[src/rtl/core/positional_sequence_store_unit_assert.svh]
// Assertion macros shared by the positional sequence store.
`ifndef POSITIONAL_SEQUENCE_STORE_UNIT_ASSERT_SVH
`define POSITIONAL_SEQUENCE_STORE_UNIT_ASSERT_SVH

// Assert that a property holds on every clock edge outside reset.
`define PSS_ASSERT(label, clk, rst, prop, msg) \
   label: assert property (@(posedge clk) disable iff (rst) prop) else $error(msg);

// Assert that a property holds on every clock edge, reset included.
`define PSS_ASSERT_ALWAYS(label, clk, prop, msg) \
   label: assert property (@(posedge clk) prop) else $error(msg);

`endif

[src/rtl/core/pss_pkg.sv]
`timescale 1ns / 1ps
// ----------------------------------------------------------------------------
// pss_pkg
// Types and constants shared by the positional sequence store.
// ----------------------------------------------------------------------------
package pss_pkg;
   localparam int Capacity   = 64;
   localparam int DataWidth  = 32;
   localparam int AddrWidth  = $clog2(Capacity);
   localparam int CountWidth = $clog2(Capacity + 1);

   typedef enum logic [2:0] {
      MODE_PUSH_FRONT = 3'd0,
      MODE_POP_FRONT  = 3'd1,
      MODE_INSERT     = 3'd2,
      MODE_REMOVE     = 3'd3,
      MODE_PUSH_BACK  = 3'd4,
      MODE_POP_BACK   = 3'd5,
      MODE_READ       = 3'd6,
      MODE_CLEAR      = 3'd7
   } mode_type;

   typedef enum logic [1:0] {
      STATUS_OK    = 2'd0,
      STATUS_FULL  = 2'd1,
      STATUS_RANGE = 2'd2
   } status_type;

   typedef enum logic [3:0] {
      ST_IDLE  = 4'b0001,
      ST_SHIFT = 4'b0010,
      ST_WRITE = 4'b0100,
      ST_READ  = 4'b1000
   } state_type;
endpackage

[src/rtl/core/positional_sequence_store_unit.sv]
`timescale 1ns / 1ps
// ----------------------------------------------------------------------------
// positional_sequence_store_unit
// Ordered sequence of signed words kept in one synchronous memory.
// ----------------------------------------------------------------------------
// Channel   Direction  Ports
// req       in         req_valid, req_stall, req_mode, req_position, req_value
// rsp       out        rsp_valid, rsp_stall, rsp_read_value, rsp_count, rsp_status
//
// Each request takes one transfer in and gives one transfer out. Inserts and
// removes move the later entries through the single memory port, one read and
// write pair per entry. Inserts and pushes write the new value after the shift;
// clears, reads and failed requests move no entries. Reset clears only the
// count and control; memory contents are meaningless until written. A stalled
// response holds, and a new request is taken only after the response of the
// previous one has gone out of the output register or with it.
`include "positional_sequence_store_unit_assert.svh"

module positional_sequence_store_unit (
   input  logic        clock,
   input  logic        reset,
   input  logic        req_valid,
   output logic        req_stall,
   input  logic [2:0]  req_mode,
   input  logic [6:0]  req_position,
   input  logic signed [31:0] req_value,
   output logic        rsp_valid,
   input  logic        rsp_stall,
   output logic signed [31:0] rsp_read_value,
   output logic [6:0]  rsp_count,
   output logic [1:0]  rsp_status
);
   localparam int AW = pss_pkg::AddrWidth;
   localparam int CW = pss_pkg::CountWidth;
   localparam int DW = pss_pkg::DataWidth;

   // The entry store. It is read and written in clocked blocks only.
   logic [DW-1:0] mem [pss_pkg::Capacity];
   logic [DW-1:0] rd_data_ff;

   pss_pkg::state_type state_ff, state_in;
   logic [CW-1:0] count_ff, count_in;
   logic [CW-1:0] idx_ff, idx_in;     // moving cursor during a shift
   logic [CW-1:0] stop_ff, stop_in;   // position where the shift ends
   logic          dir_up_ff, dir_up_in; // insert moves entries up
   logic [DW-1:0] val_ff, val_in;
   logic          rsp_valid_ff, rsp_valid_in;
   logic [DW-1:0] rsp_rd_ff, rsp_rd_in;
   logic [CW-1:0] rsp_cnt_ff, rsp_cnt_in;
   logic [1:0]    rsp_st_ff, rsp_st_in;

   logic          mem_re, mem_we;
   logic [AW-1:0] mem_raddr, mem_waddr;
   logic [DW-1:0] mem_wdata;
   logic          shift_rd_ff, shift_rd_in; // read issued last cycle in shift

   logic          out_free, take;
   logic [CW-1:0] pos;
   pss_pkg::mode_type mode;

   assign out_free  = !rsp_valid_ff || !rsp_stall;
   assign req_stall = !(state_ff == pss_pkg::ST_IDLE) || !out_free;
   assign take      = req_valid && !req_stall;
   assign pos       = req_position[CW-1:0];
   assign mode      = pss_pkg::mode_type'(req_mode);

   always_ff @(posedge clock) begin
      if (mem_we) begin
         mem[mem_waddr] <= mem_wdata;
      end
      if (mem_re) begin
         rd_data_ff <= mem[mem_raddr];
      end
   end

   always_comb begin
      state_in     = state_ff;
      count_in     = count_ff;
      idx_in       = idx_ff;
      stop_in      = stop_ff;
      dir_up_in    = dir_up_ff;
      val_in       = val_ff;
      shift_rd_in  = 1'b0;
      rsp_valid_in = rsp_valid_ff && rsp_stall;
      rsp_rd_in    = rsp_rd_ff;
      rsp_cnt_in   = rsp_cnt_ff;
      rsp_st_in    = rsp_st_ff;
      mem_re       = 1'b0;
      mem_we       = 1'b0;
      mem_raddr    = idx_ff[AW-1:0];
      mem_waddr    = idx_ff[AW-1:0];
      mem_wdata    = rd_data_ff;

      case (state_ff)
         pss_pkg::ST_IDLE: begin
            if (take) begin
               rsp_rd_in  = '0;
               rsp_st_in  = pss_pkg::STATUS_OK;
               val_in     = req_value;
               case (mode)
                  pss_pkg::MODE_PUSH_FRONT, pss_pkg::MODE_INSERT,
                  pss_pkg::MODE_PUSH_BACK: begin
                     if (mode == pss_pkg::MODE_INSERT && req_position > 7'(count_ff)) begin
                        rsp_st_in = pss_pkg::STATUS_RANGE;
                     end else if (count_ff == CW'(pss_pkg::Capacity)) begin
                        rsp_st_in = pss_pkg::STATUS_FULL;
                     end
                     if (rsp_st_in != pss_pkg::STATUS_OK) begin
                        rsp_valid_in = 1'b1;
                        rsp_cnt_in   = count_ff;
                     end else begin
                        // Move entries from count-1 down to stop one up.
                        dir_up_in = 1'b1;
                        idx_in    = count_ff;
                        stop_in   = (mode == pss_pkg::MODE_PUSH_FRONT) ? '0 :
                                    (mode == pss_pkg::MODE_PUSH_BACK) ? count_ff : pos;
                        state_in  = pss_pkg::ST_SHIFT;
                     end
                  end
                  pss_pkg::MODE_POP_FRONT, pss_pkg::MODE_REMOVE,
                  pss_pkg::MODE_POP_BACK: begin
                     if (count_ff == '0 ||
                         (mode == pss_pkg::MODE_REMOVE && req_position >= 7'(count_ff))) begin
                        rsp_st_in    = pss_pkg::STATUS_RANGE;
                        rsp_valid_in = 1'b1;
                        rsp_cnt_in   = count_ff;
                     end else begin
                        dir_up_in = 1'b0;
                        idx_in    = (mode == pss_pkg::MODE_POP_FRONT) ? '0 :
                                    (mode == pss_pkg::MODE_POP_BACK) ? count_ff - 1'b1 : pos;
                        stop_in   = count_ff - 1'b1;
                        state_in  = pss_pkg::ST_SHIFT;
                     end
                  end
                  pss_pkg::MODE_READ: begin
                     if (req_position >= 7'(count_ff)) begin
                        rsp_st_in    = pss_pkg::STATUS_RANGE;
                        rsp_valid_in = 1'b1;
                        rsp_cnt_in   = count_ff;
                     end else begin
                        mem_re    = 1'b1;
                        mem_raddr = pos[AW-1:0];
                        state_in  = pss_pkg::ST_READ;
                     end
                  end
                  default: begin
                     count_in     = '0;
                     rsp_valid_in = 1'b1;
                     rsp_cnt_in   = '0;
                  end
               endcase
            end
         end
         pss_pkg::ST_SHIFT: begin
            // A read issued last cycle returns now; write it to its new place.
            if (shift_rd_ff) begin
               mem_we    = 1'b1;
               mem_waddr = dir_up_ff ? idx_ff[AW-1:0] : AW'(idx_ff - 1'b1);
            end else if (idx_ff == stop_ff) begin
               state_in = dir_up_ff ? pss_pkg::ST_WRITE : pss_pkg::ST_IDLE;
               if (!dir_up_ff) begin
                  count_in     = count_ff - 1'b1;
                  rsp_valid_in = 1'b1;
                  rsp_cnt_in   = count_ff - 1'b1;
               end
            end else begin
               mem_re      = 1'b1;
               shift_rd_in = 1'b1;
               if (dir_up_ff) begin
                  mem_raddr = AW'(idx_ff - 1'b1);
                  idx_in    = idx_ff - 1'b1;
               end else begin
                  mem_raddr = AW'(idx_ff + 1'b1);
                  idx_in    = idx_ff + 1'b1;
               end
            end
            if (shift_rd_ff && dir_up_ff) begin
               mem_waddr = AW'(idx_ff + 1'b1);
            end else if (shift_rd_ff) begin
               mem_waddr = AW'(idx_ff - 1'b1);
            end
         end
         pss_pkg::ST_WRITE: begin
            mem_we       = 1'b1;
            mem_waddr    = stop_ff[AW-1:0];
            mem_wdata    = val_ff;
            count_in     = count_ff + 1'b1;
            rsp_valid_in = 1'b1;
            rsp_cnt_in   = count_ff + 1'b1;
            state_in     = pss_pkg::ST_IDLE;
         end
         pss_pkg::ST_READ: begin
            rsp_valid_in = 1'b1;
            rsp_rd_in    = rd_data_ff;
            rsp_cnt_in   = count_ff;
            state_in     = pss_pkg::ST_IDLE;
         end
         default: begin
            state_in = pss_pkg::ST_IDLE;
         end
      endcase
   end

   // Payload registers; the response register is only loaded when free.
   always_ff @(posedge clock) begin
      idx_ff    <= idx_in;
      stop_ff   <= stop_in;
      dir_up_ff <= dir_up_in;
      val_ff    <= val_in;
      if (out_free) begin
         rsp_rd_ff  <= rsp_rd_in;
         rsp_cnt_ff <= rsp_cnt_in;
         rsp_st_ff  <= rsp_st_in;
      end
   end

   always_ff @(posedge clock) begin
      if (reset) begin
         state_ff     <= pss_pkg::ST_IDLE;
         count_ff     <= '0;
         rsp_valid_ff <= 1'b0;
         shift_rd_ff  <= 1'b0;
      end else begin
         state_ff     <= state_in;
         count_ff     <= count_in;
         rsp_valid_ff <= rsp_valid_in;
         shift_rd_ff  <= shift_rd_in;
      end
   end

   assign rsp_valid      = rsp_valid_ff;
   assign rsp_read_value = rsp_rd_ff;
   assign rsp_count      = 7'(rsp_cnt_ff);
   assign rsp_status     = rsp_st_ff;

   // The count never exceeds the capacity.
   `PSS_ASSERT(a_count_bound, clock, reset, count_ff <= CW'(pss_pkg::Capacity), "count overflow")
   // A response that is stalled stays valid and keeps its count.
   `PSS_ASSERT(a_rsp_hold, clock, reset, rsp_valid && rsp_stall |=> rsp_valid && $stable(rsp_count), "response dropped")
   // The count does not change on the step out of the read state.
   `PSS_ASSERT(a_count_change, clock, reset, !$stable(count_ff) |-> $past(state_ff) != pss_pkg::ST_READ, "count changed on read")
endmodule
[config.mk]
export PLATFORM = sky130hd
export DESIGN_NAME = positional_sequence_store_unit
export DESIGN_NICKNAME = d
export VERILOG_FILES = /design/src/rtl/core/pss_pkg.sv /design/src/rtl/core/positional_sequence_store_unit.sv
export VERILOG_INCLUDE_DIRS = /design/src /design/src/rtl/core
export SDC_FILE = /design/constraint.sdc
export NUM_CORES = 2
export LEC_CHECK = 0
export BUFFER_PORTS_ARGS = -buffer_cell sky130_fd_sc_hd__buf_2
export CORE_MARGIN = 2
export CORE_UTILIZATION = 25
export CTS_CLUSTER_DIAMETER = 100
export DETAILED_ROUTE_END_ITERATION = 12
export PLACE_DENSITY = 0.49
export SLEW_MARGIN = 25
export SYNTH_ARGS = -nofsm -noshare
export SYNTH_HDL_FRONTEND = slang
export SYNTH_SLANG_ARGS = --single-unit
[constraint.sdc]
create_clock -name clock -period 5 [get_ports clock]
set_clock_uncertainty 0.15 [all_clocks]
set_input_delay 1 -clock clock [delete_from_list [all_inputs] [get_ports clock]]
set_output_delay 1 -clock clock [all_outputs]
set_load 0.02 [all_outputs]
# Word level (Yosys, flattened, before mapping)
# Memory sizes are Yosys's and may differ from the RTL's. A register that Yosys moved wholly into a read port is not among the register bits.
# Index checks and enable logic that the tools add are counted.
# word_totals
register_bits	101
ram_bits	2048
in_bits	46
out_inout_bits	43
mem_count	1
# memory_table
name	depth	word_bits	rd	rd_clocked_by_memory_dff	write_ports	line_no	rtl
mem	64	32	1	1	1	positional_sequence_store_unit.sv:38	logic [DW-1:0] mem [pss_pkg::Capacity];
# classes
add_sub_neg	4
n_lt_le_gt_ge	2
n_eq_ne	28
muxes	79
n_bitwise	1
reduce_logical	34
# op_table
op	count
$mux W7	21
$mux W32	2
$pmux W32 S2	1
$mux W6	8
$pmux W7 S2	3
$pmux W7 S3	2
$pmux W7 S4	1
$mux W4	6
$pmux W6 S2	2
$mux W1	18
$ne A3 B3 Y1 const B	6
$ne A2 B2 Y1 const B	8
$add A7 B1 Y7 const B	2
$reduce_and A7 Y1	2
$sub A7 B1 Y7 const B	2
$mux W2	6
$pmux W4 S3	1
$eq A3 B3 Y1 const B	3
$reduce_and A9 Y1	1
$pmux W4 S2	1
$reduce_bool A2 Y1	4
$eq A7 B7 Y1	1
$eq A7 B7 Y1 const B	1
$ge A7 B7 Y1	1
28 further kinds	45

# Longest topological paths before layout
# logic_depth
depth_word	13
depth_mapped	18

# Least setup slack after synthesis
# Ideal clock, no wire load.
# synth_timing
kind	input port to flip-flop
from	input port req_position[0]
to	register rd_data_ff[1] (read register of mem) (data pin)
setup_ns	0.272
arrival_ns	4.172
t_required_ns	4.578
path_slack_ns	0.406
path_stages	15
cell_sequence	inv_1 -> ha_1 -> nand2b_1 -> a211o_1 -> a211oi_4 -> mux2_2 -> nand2_1 -> clkbuf_1 -> clkbuf_1 -> clkbuf_1 -> nand3_1 -> nand3_1 -> a21oi_1 -> a311oi_1 -> a22oi_1
# synth_via
elab_chain_cells	5
elab_cells_between_ends	9
cone_classes	order compare (1); mux (8)
# synth_lines
item	line_no	rtl
start: declaration	positional_sequence_store_unit.sv:25	input logic [6:0] req_position,
$ge A7 B7 Y1	positional_sequence_store_unit.sv:136	if (req_position >= 7'(count_ff)) begin
$mux W6 or $mux W1 (tied branches)	positional_sequence_store_unit.sv:136	
$mux W6 or $mux W1 (tied branches)	positional_sequence_store_unit.sv:100	case (mode)
$mux W6 or $mux W1 (tied branches)	positional_sequence_store_unit.sv:96	if (take) begin
$pmux W6 S2 or $pmux W1 S2 (tied branches)	positional_sequence_store_unit.sv:94	case (state_ff)
end: declaration	positional_sequence_store_unit.sv:39	logic [DW-1:0] rd_data_ff;
# Several ways; a longest one is shown, not always the timed one.
# A chain may end at the register's enable or synchronous reset.

# Final worst setup path
# layout_timing
from	register count_ff[6]
to	register rd_data_ff[25] (read register of mem) (data pin)
# layout_via
elab_chain_cells	5
elab_cells_between_ends	9
cone_classes	order compare (1); mux (8)
# layout_lines
item	line_no	rtl
start: declaration	positional_sequence_store_unit.sv:42	logic [CW-1:0] count_ff, count_in;
start signal: assignment	positional_sequence_store_unit.sv:225	count_ff <= count_in;
$ge A7 B7 Y1 *	positional_sequence_store_unit.sv:136	
$mux W6 or $mux W1 (tied branches)	positional_sequence_store_unit.sv:136	
$mux W6 or $mux W1 (tied branches)	positional_sequence_store_unit.sv:100	
$mux W6 or $mux W1 (tied branches)	positional_sequence_store_unit.sv:96	
$pmux W6 S2 or $pmux W1 S2 (tied branches)	positional_sequence_store_unit.sv:94	
# Every way passes the cells marked *; elsewhere a longest branch is shown, timed or not.

==> results.toml <==
[clock_tree]
cts_root_buf = "clkbuf_16"
clk_path_buf_depth = 3
cts_tree = "done"
htreeDepth = 4
clk_latency_ns = 0.90
clkSlewWorstSetupHoldPaths_ns = 0.06
cts-buffers-inserted = 223
postCtsHoldBufs = 0
clock-sinks = 2181

[hold_path]
min_path_type = "input pin to register"
holdPathStages = 1
worstHoldStart = "req_value[31]"
holdPathEnd = "val_ff[31]"

[drt]
wl_per_cell_um = 26.8
drtIter0Drc = 6937
vias = 58600
vias_per_cell = 5.01
detail-route-antenna-nets = 0
drt_first_pass_iters = 7
totalWireLength_mm = 314
drc_errors = 0

[synth]
syn_nets = 6310
yosys_most_used_dff = "edfxtp_1"
synth-edff-count = 2168
avgSynthCellArea_um2 = 13.9
async_reset_ff_share_pct = 0
postSynthCellCount = 6253
syn-cell-area_mm2 = 0.0871
yosysUniqueCellTypes = 83
yosysSeqAreaShare_pct = 75.1
ys_seq_elements = 2181
yosysWarnings = 0

[grt]
grt_util_met3_pct = 2.56
antenna_found_initial = 13
grt.busiest_layer = "met2"
grt_max_degree = 65
met1_usage_pct = 24.0
grtUsageMet2_pct = 27.8
track_usage_pct = 17.2
grt_pass1_wl_mm = 439
grt-ovfl-total = 0
grt_pass1_vias = 55700

[job]
drv_cap = 0

[final_layout]
layout.cells.non_filler = 11700
fin_nets = 6976
fin_area_mm2 = 0.107
area_delta_synth_final_pct = 22.9
fin_util_pct = 30.9
drive_gt1_share_pct = 18.8

[floorplanning]
die-area_mm2 = 0.353
rows = 216
core-area_mm2 = 0.346
die_y_um = 594
die_x_um = 594
start_util_pct = 25.1
io_pins = 89

[place]
place_congestion = 0.869
portBuffers = 88
place_inst = 11300
hpwlAfterDp_mm = 194
pre_cts_ws_ns = -1.02
dpl_cell_area_mm2 = 0.0999

[pwr]
total_power_mw = 39.8
p_int_mw = 30.4
p_comb_share_pct = 8.7
pwr-share-clk_pct = 40.9
power_frac_seq_pct = 50.4
sw_frac_of_total_pct = 23.8
p_sw_mw = 9.47
powerDensity_mw_per_mm2 = 372
max-vdd-ir-drop_v = 0.000323
p_leak_nw = 36.2

[timing]
tightest_slew_ns = 1.16
period_share_pct = 98.0
slew_viol_final = 0
slew_headroom_pct = 22.1
fmax_mhz = 204
setup_tns_ns = 0
worst_slack_ns = 0.0996
holdWs_ns = 0.129
setup_viol = 0
period_needed_ns = 4.90
hold_violations = 0
rsz0062_at_grt = "false"

[run_status]
status = "finished clean"

[critical_path]
crit_type = "register to register"
worst-path-max-fanout = 14
required_ns = 5.48
r2r-start = "count_ff[6]"
r2r_setup_slack_ns = 0.1
crit_arrival_ns = 5.39
reg2regPathDepth = 18
critPathLaunchType = "register"
r2r_end = "rd_data_ff[25]"
end_kind = "register"
-- registers in the layout (all words and copies together), names as in the netlist --
register        flops
stop_ff             7
mem              2048
count_ff            7
idx_ff              7
val_ff             32
rd_data_ff         32
dir_up_ff           1
rsp_status          2
rsp_read_value     32
state_ff            4
shift_rd_ff         1
rsp_valid           1
rsp_count           7
-- what timing repair did --
item,4_1_cts,5_1_grt
gates resized for setup,4,12
pin swaps,0,4
setup buffers,0,4
endpoints found under the setup margin,3,16
-- metal layers --
metal	up-vias	wire, µm
met4	4	8810
met2	2574	146000
li1	25200	-
met5	-	27
met1	30400	135000
met3	444	23400
-- Yosys cell counts (6+ instances only) --
cell       count  share of area [%]
edfxtp_1    2168                 75
nand2_1     1485                6.4
nand3_1      447                2.6
clkbuf_1     191               0.82
mux2i_1      188                2.2
a31oi_1      172                1.2
nor2_1       170               0.73
and3_1       165                1.2
buf_2        150               0.86
o21ai_0      110               0.63
a21oi_1      109               0.63
a211oi_1     107               0.92
nand4_1       64               0.46
a22oi_1       57               0.49
buf_1         55               0.24
a311oi_1      52               0.52
o22ai_1       48               0.34
a2111oi_0     36               0.36
and2_1        36               0.26
nor3_1        33               0.19
mux2_2        30               0.39
o211ai_1      25               0.22
a221oi_1      21               0.21
o2111ai_1     20               0.20
o221ai_1      20               0.20
inv_1         18              0.078
nor4_1        18               0.13
a32oi_1       17               0.17
a211o_1       13               0.13
dfxtp_1       13               0.30
o31ai_1       13               0.11
a31o_2        12               0.12
xnor2_1       12               0.12
a21o_1        11              0.095
ha_1          11               0.16
and4_1        10               0.10
a2bb2oi_1      9              0.091
a41oi_1        9              0.091
buf_4          9              0.078
or3_1          9              0.065
a32o_1         8              0.092
a221o_1        7              0.080
a22o_1         6              0.060
-- power by group through the flow --
stage	combinational [mW]	sequential, mW	clock (mW)
5_1_grt	3.66	20.0	17.2
6_report	3.47	20.1	16.3
4_1_cts	3.44	20.1	16.6
3_3_place_gp	3.40	20.4	0
2_1_floorplan	1.55	20.5	0
3_5_place_dp	3.41	20.4	0
-- how the worst max path moves through the flow --
stage                           endpoint  cells after the start            start  slack, ns
final                     rd_data_ff[25]                     18      count_ff[6]        0.1
after global routing      rd_data_ff[29]                     15      count_ff[6]      0.007
after CTS                 rd_data_ff[16]                     17      count_ff[6]       0.02
after detailed placement  rd_data_ff[14]                     19  req_position[0]      -1.02
after global placement    rd_data_ff[14]                     19  req_position[0]      -0.97
after floorplan            rd_data_ff[1]                     15  req_position[0]       0.41
-- layout by cell type (no fill, tap or decap), types with 106 or more instances in the layout --
cell type / synthesis / routed
nand2_1: 1485 / 1451
a31oi_1: 172 / 172
a21oi_1: 109 / 108
nand3_1: 447 / 446
mux2i_1: 188 / 187
buf_12: 0 / 150
clkbuf_16: 0 / 225
edfxtp_1: 2168 / 2168
a211oi_1: 107 / 106
and3_1: 165 / 165
buf_4: 9 / 608
-- critical path, cell delays in order, from the launching register on --
cell and delay (ns):
dfxtp_1 0.33, inv_1 0.16, ha_1 0.37, nand2_1 0.07
o21ai_1 0.35, buf_4 0.23, a211o_1 0.25, buf_12 0.15
nand3_1 0.09, buf_4 0.17, a211oi_4 0.92, nand2_1 0.24
buf_12 0.25, buf_4 0.16, a21oi_1 0.11, nor2_1 0.09
a31oi_1 0.32, buf_4 0.20, a31oi_1 0.04
-- cell type report --
| class | instances | area (µm²) |
|---|---|---|
| sequential | 2181 | 65400 |
| multi-input combinational | 3647 | 20800 |
| timing repair buffer | 847 | 8020 |
| clock buffer | 280 | 5840 |
| clock inverter | 138 | 1220 |
| antenna | 10 | 25.0 |
| inverter | 19 | 71.3 |
| tap | 4578 | 5730 |
| fill | 34500 | 239000 |
-- kinds of logic (layout without fill, tap and decap cells) --
group,Yosys count,after routing,share of synthesized area [%]
and+or+nand+nor,2469,2469,12.4
DFF,2181,2181,75.1
AOI/OAI and AO/OA,930,930,7.52
buffers and inverters,425,1284,2.09
muxes,220,220,2.60
xor gates and xnor gates,17,17,0.171
adders and majority gates,11,11,0.158
other,0,10,0
Note: power is estimated with default switching activity, not from simulation.
